$ cat src/sv/lcpf_fifo.sv
// Two-entry queue between the classifying front and the force back end.
// Generic payload width; no package dependencies.
`default_nettype none
module lcpf_fifo #(
	parameter int W = 8
) (
	input  wire logic         clk,
	input  wire logic         arst_n,
	input  wire logic         push,
	input  wire logic [W-1:0] push_data,
	output logic              full,
	input  wire logic         pop,
	output logic [W-1:0]      pop_data,
	output logic              empty
);
	logic [W-1:0] mem [2];
	logic         wr_q;
	logic         rd_q;
	logic [1:0]   cnt_q;

	assign full = (cnt_q == 2'd2);
	assign empty = (cnt_q == 2'd0);
	assign pop_data = mem[rd_q];

	always_ff @(posedge clk) begin
		if (push && !full) begin
			mem[wr_q] <= push_data;
		end
	end

	always_ff @(posedge clk or negedge arst_n) begin
		if (!arst_n) begin
			wr_q <= 1'b0;
			rd_q <= 1'b0;
			cnt_q <= 2'd0;
		end else begin
			if (push && !full) begin
				wr_q <= ~wr_q;
			end
			if (pop && !empty) begin
				rd_q <= ~rd_q;
			end
			cnt_q <= cnt_q + 2'(push && !full) - 2'(pop && !empty);
		end
	end
endmodule
`default_nettype wire

$ cat config.mk
export PLATFORM = sky130hd
export DESIGN_NAME = lcpf_fifo
export DESIGN_NICKNAME = d
export VERILOG_FILES = /design/src/sv/lcpf_fifo.sv
export SDC_FILE = /design/constraint.sdc
export NUM_CORES = 1
export LEC_CHECK = 0
export BUFFER_PORTS_ARGS = -buffer_cell sky130_fd_sc_hd__clkbuf_2
export CORE_UTILIZATION = 52
export CTS_CLUSTER_DIAMETER = 40
export CTS_CLUSTER_SIZE = 8
export DETAILED_ROUTE_END_ITERATION = 8
export PLACE_DENSITY = 0.8
export SETUP_SLACK_MARGIN = 0.15
export SKIP_LAST_GASP = 1
export SYNTH_ARGS = -nofsm -noshare
export SYNTH_HDL_FRONTEND = slang
export SYNTH_SLANG_ARGS = --single-unit
$ cat constraint.sdc
create_clock -name clk -period 2.6 [get_ports clk]
set_input_delay 0.26 -clock clk [delete_from_list [all_inputs] [get_ports clk]]
set_output_delay 0.26 -clock clk [all_outputs]
set_load 0.02 [all_outputs]
==> summary.md <==
| Metric | Value |
|---|---|
| Distinct cells, synth | `13` |
| Synthesized cell area | `between 700 and 800 µm²` |
| Area Growth Syn to Fin | `20.0%` |
| R2r setup slk | `about 1.1 ns` |
| Hold_sp | `push_data[2]` |
| Maxcap violations | `0` |
| Hold WS | `about 0.15 ns` |
| Int Pwr | `678 µW` |
| Post-CTS setup buffers | `0` |
| Final setup viols | `0` |
| CP Max Fanout | `9` |
| Cell breakdown of the critical path | `mux2_2, clkbuf_2` |
| Initial DRT Pass Iterations | `4` |
| Status | `finished clean` |
| Critical Path Source Type | `register` |
| Slew @ Worst Pin | `~0.69 ns` |
| Initial antenna violation count | `0` |
| Mapped Nets | `57` |
| Synth Instances | `43` |
| Core area | `approximately 0.0014 mm²` |
| Crit path time final | `~1.7 ns` |
| Multi-input combinational cell area | `about 180 µm²` |
| Syn. warnings | `0` |
| Worst r2r src | `cnt_q[1]` |
| Hold Vio Cnt, Final | `0` |
| Worst rel slew slack | `between 50% and 60%` |
| Worst-path clk slew | `~0.1 ns` |
| CP peak stage delay | `slightly below 0.6 ns` |
| Finished Layout Cells | `83` |
| RSZ-0062 raised after global routing | `false` |
| PD cells | `between 1000 and 1500 mW/mm²` |
| Post-route clock period utilization | `64.1%` |
| Sequential power share | `between 40 and 50%` |
| Final wirelength | `1.02 mm` |
| Critical-path top delay cell | `dfrtp_1` |
| CTS Buffer Depth | `2` |
| Seq/Total Area, Yosys | `between 70% and 80%` |
| Via count | `412` |
| Setup Crit Path Kind | `reg2out` |
| Fmax | `about 600 MHz` |
| Layout cells sized above 1 | `between 40 and 50%` |
| Arr. time, crit path | `approximately 1.4 ns` |
| DRC Markers | `0` |
| Area of the die | `0.00165 mm²` |
| Fin Clk Skew | `between 0.007 and 0.008 ns` |
| WL per Instance | `12.2 µm` |
| Post-Route Setup TNS | `0 ns` |
| Die Y-Extent | `40.6 µm` |
| CP Capture Type | `primary output` |
| DP Cell Count | `between 70 and 80` |
| Worst path bufs/invs | `1` |
| Register-to-Register Path Depth | `7` |
| Required time worst endpoint | `about 2.3 ns` |
| Commonest non-fill, non-tap cell in the layout | `clkbuf_2` |
| Final Max Slew Viols | `0` |
| Most frequent cells in the layout | `clkbuf_2 (21), edfxtp_1 (16), mux2_2 (8)` |
| Clock latency on the worst-skew pair | `0.29 ns` |
| Register area | `approximately 580 µm²` |
| Max H-tree Level | `1` |
| Vias per cell | `about 5.0` |
| Pin count of the biggest net entering global routing | `12` |
| Die W | `roughly 41 µm` |
| Sw power | `354 µW` |
| Routability cong. | `between 0.7 and 0.8` |
| Switching Share | `34.3%` |
| Leakage | `slightly below 0.4 nW` |
| Logic gate share of total power | `a little under two fifths` |
| Delay-heaviest family, CP | `flip-flops` |
| Seq cells post-synth | `20` |
| Diode count | `0` |
| TritonCTS clock tree | `done` |
| Synthesized area per cell | `18.0 µm²` |
| Worst Hold Endpoint | `mem[1][2]` |
| PostCTS Resize Cnt | `0` |
| DRT antenna net count | `0` |
| Total grt overflow | `0` |
| Post-CTS Hold Fix Bufs | `1` |
| DP Wirelength | `762 µm` |
| HP Class | `in2reg` |
| CTS Buf Count | `3` |
| Via count of the first global-routing pass | `roughly 390` |
| Detailed router's first-iteration violation count | `8` |
| Fillers | `97` |
| Fin nets | `between 80 and 90` |
| VDD IR max | `~0.61 mV` |
| Post-DP Area | `slightly below 900 µm²` |
| First-pass GRT wire length | `~1.5 mm` |
| R2R Path End | `cnt_q[1]` |
| Clock share of power | `a little over an eighth` |
| Fin area | `~930 µm²` |
| Clk root buf | `clkbuf_4` |
| FP Rows | `13` |
| I/O pin cnt | `22` |
| PortBufs | `21` |
| GRT Total Usage | `roughly 15%` |
| Clk sinks | `20` |
| Hold Path Stages | `1` |
| Initial Util | `~57%` |
## area by class of cell
type                            count  area share [%]
Multi-Input combinational cell     20            19.6
Inverter                            2           0.806
Timing Repair Buffer               22            12.4
Clock buffer                        4            2.82
Sequential cell                    20            62.4
Tap cell                           15            2.02
## metal layers
layer | track usage, % | vias to the layer above | part of all wire, %
met4 | 7.50 | 0 | 0
met1 | 14.9 | 190 | 45
met5 | 0 | - | 0
met2 | 27.4 | 17 | 49
met3 | 4.89 | 0 | 5.7
li1 | - | 205 | -
## synth_stat cells, drive strengths merged
| library cell | number | area (µm²) |
|---|---|---|
| edfxtp | 16 | 480 |
| mux2 | 8 | 90.1 |
| dfrtp | 4 | 100 |
| xnor2 | 3 | 26.3 |
| ha | 2 | 25.0 |
| inv | 2 | 7.51 |
| nor2 | 2 | 7.51 |
| and3 | 1 | 6.26 |
| buf | 1 | 5.00 |
| nand2 | 1 | 3.75 |
| nand2b | 1 | 6.26 |
| nor2b | 1 | 8.76 |
| xor2 | 1 | 8.76 |
## per-stage QoR
stage               setup WS (ns)  utilization, %  power [mW]
finish                      0.934            69.0        1.03
CTS                         0.912            69.0        1.04
detailed placement           1.06            66.3       0.902
global route                0.855            69.0        1.10
floorplan                   0.901               -       0.791
global placement             1.07            66.3       0.894
## worst register-to-register path, stage by stage, from the launching register on
cell and delay, ns:
dfrtp_1 0.41, nor2_1 0.19, nor2b_2 0.08, ha_1 0.28
inv_1 0.04, ha_1 0.17, xnor2_1 0.16, xnor2_1 0.14
## power by group through the flow
stage,sequential (mW),combinational (mW),clock [mW]
6_report,0.505,0.385,0.141
4_1_cts,0.507,0.392,0.144
5_1_grt,0.518,0.422,0.157
2_1_floorplan,0.479,0.313,0
3_3_place_gp,0.509,0.385,0
3_5_place_dp,0.514,0.388,0
## sequential cells by signal, indices dropped and copies added (netlist names)
register  count
cnt_q         2
wr_q          1
mem          16
rd_q          1
## how the worst max path moves through the flow
stage,cells after the start,to,slack [ns],startpoint
4_1_cts,2,pop_data[1],0.91,rd_q
3_5_place_dp,7,cnt_q[1],1.06,cnt_q[1]
3_3_place_gp,7,cnt_q[1],1.07,cnt_q[1]
2_1_floorplan,7,cnt_q[1],0.90,cnt_q[1]
5_1_grt,2,pop_data[7],0.86,rd_q
6_report,2,pop_data[1],0.93,rd_q
## logic make-up (layout without fill, tap and decap cells)
logic type                 after synthesis  in the layout  synth area share, %
xor gates and xnor gates                 4              4                 4.52
adders and majority gates                2              2                 3.23
buffers and inverters                    3             28                 1.61
DFF                                     20             20                 74.8
muxes                                    8              8                 11.6
and+or+nand+nor                          6              6                 4.19
Note: power is estimated with default switching activity, not from simulation.
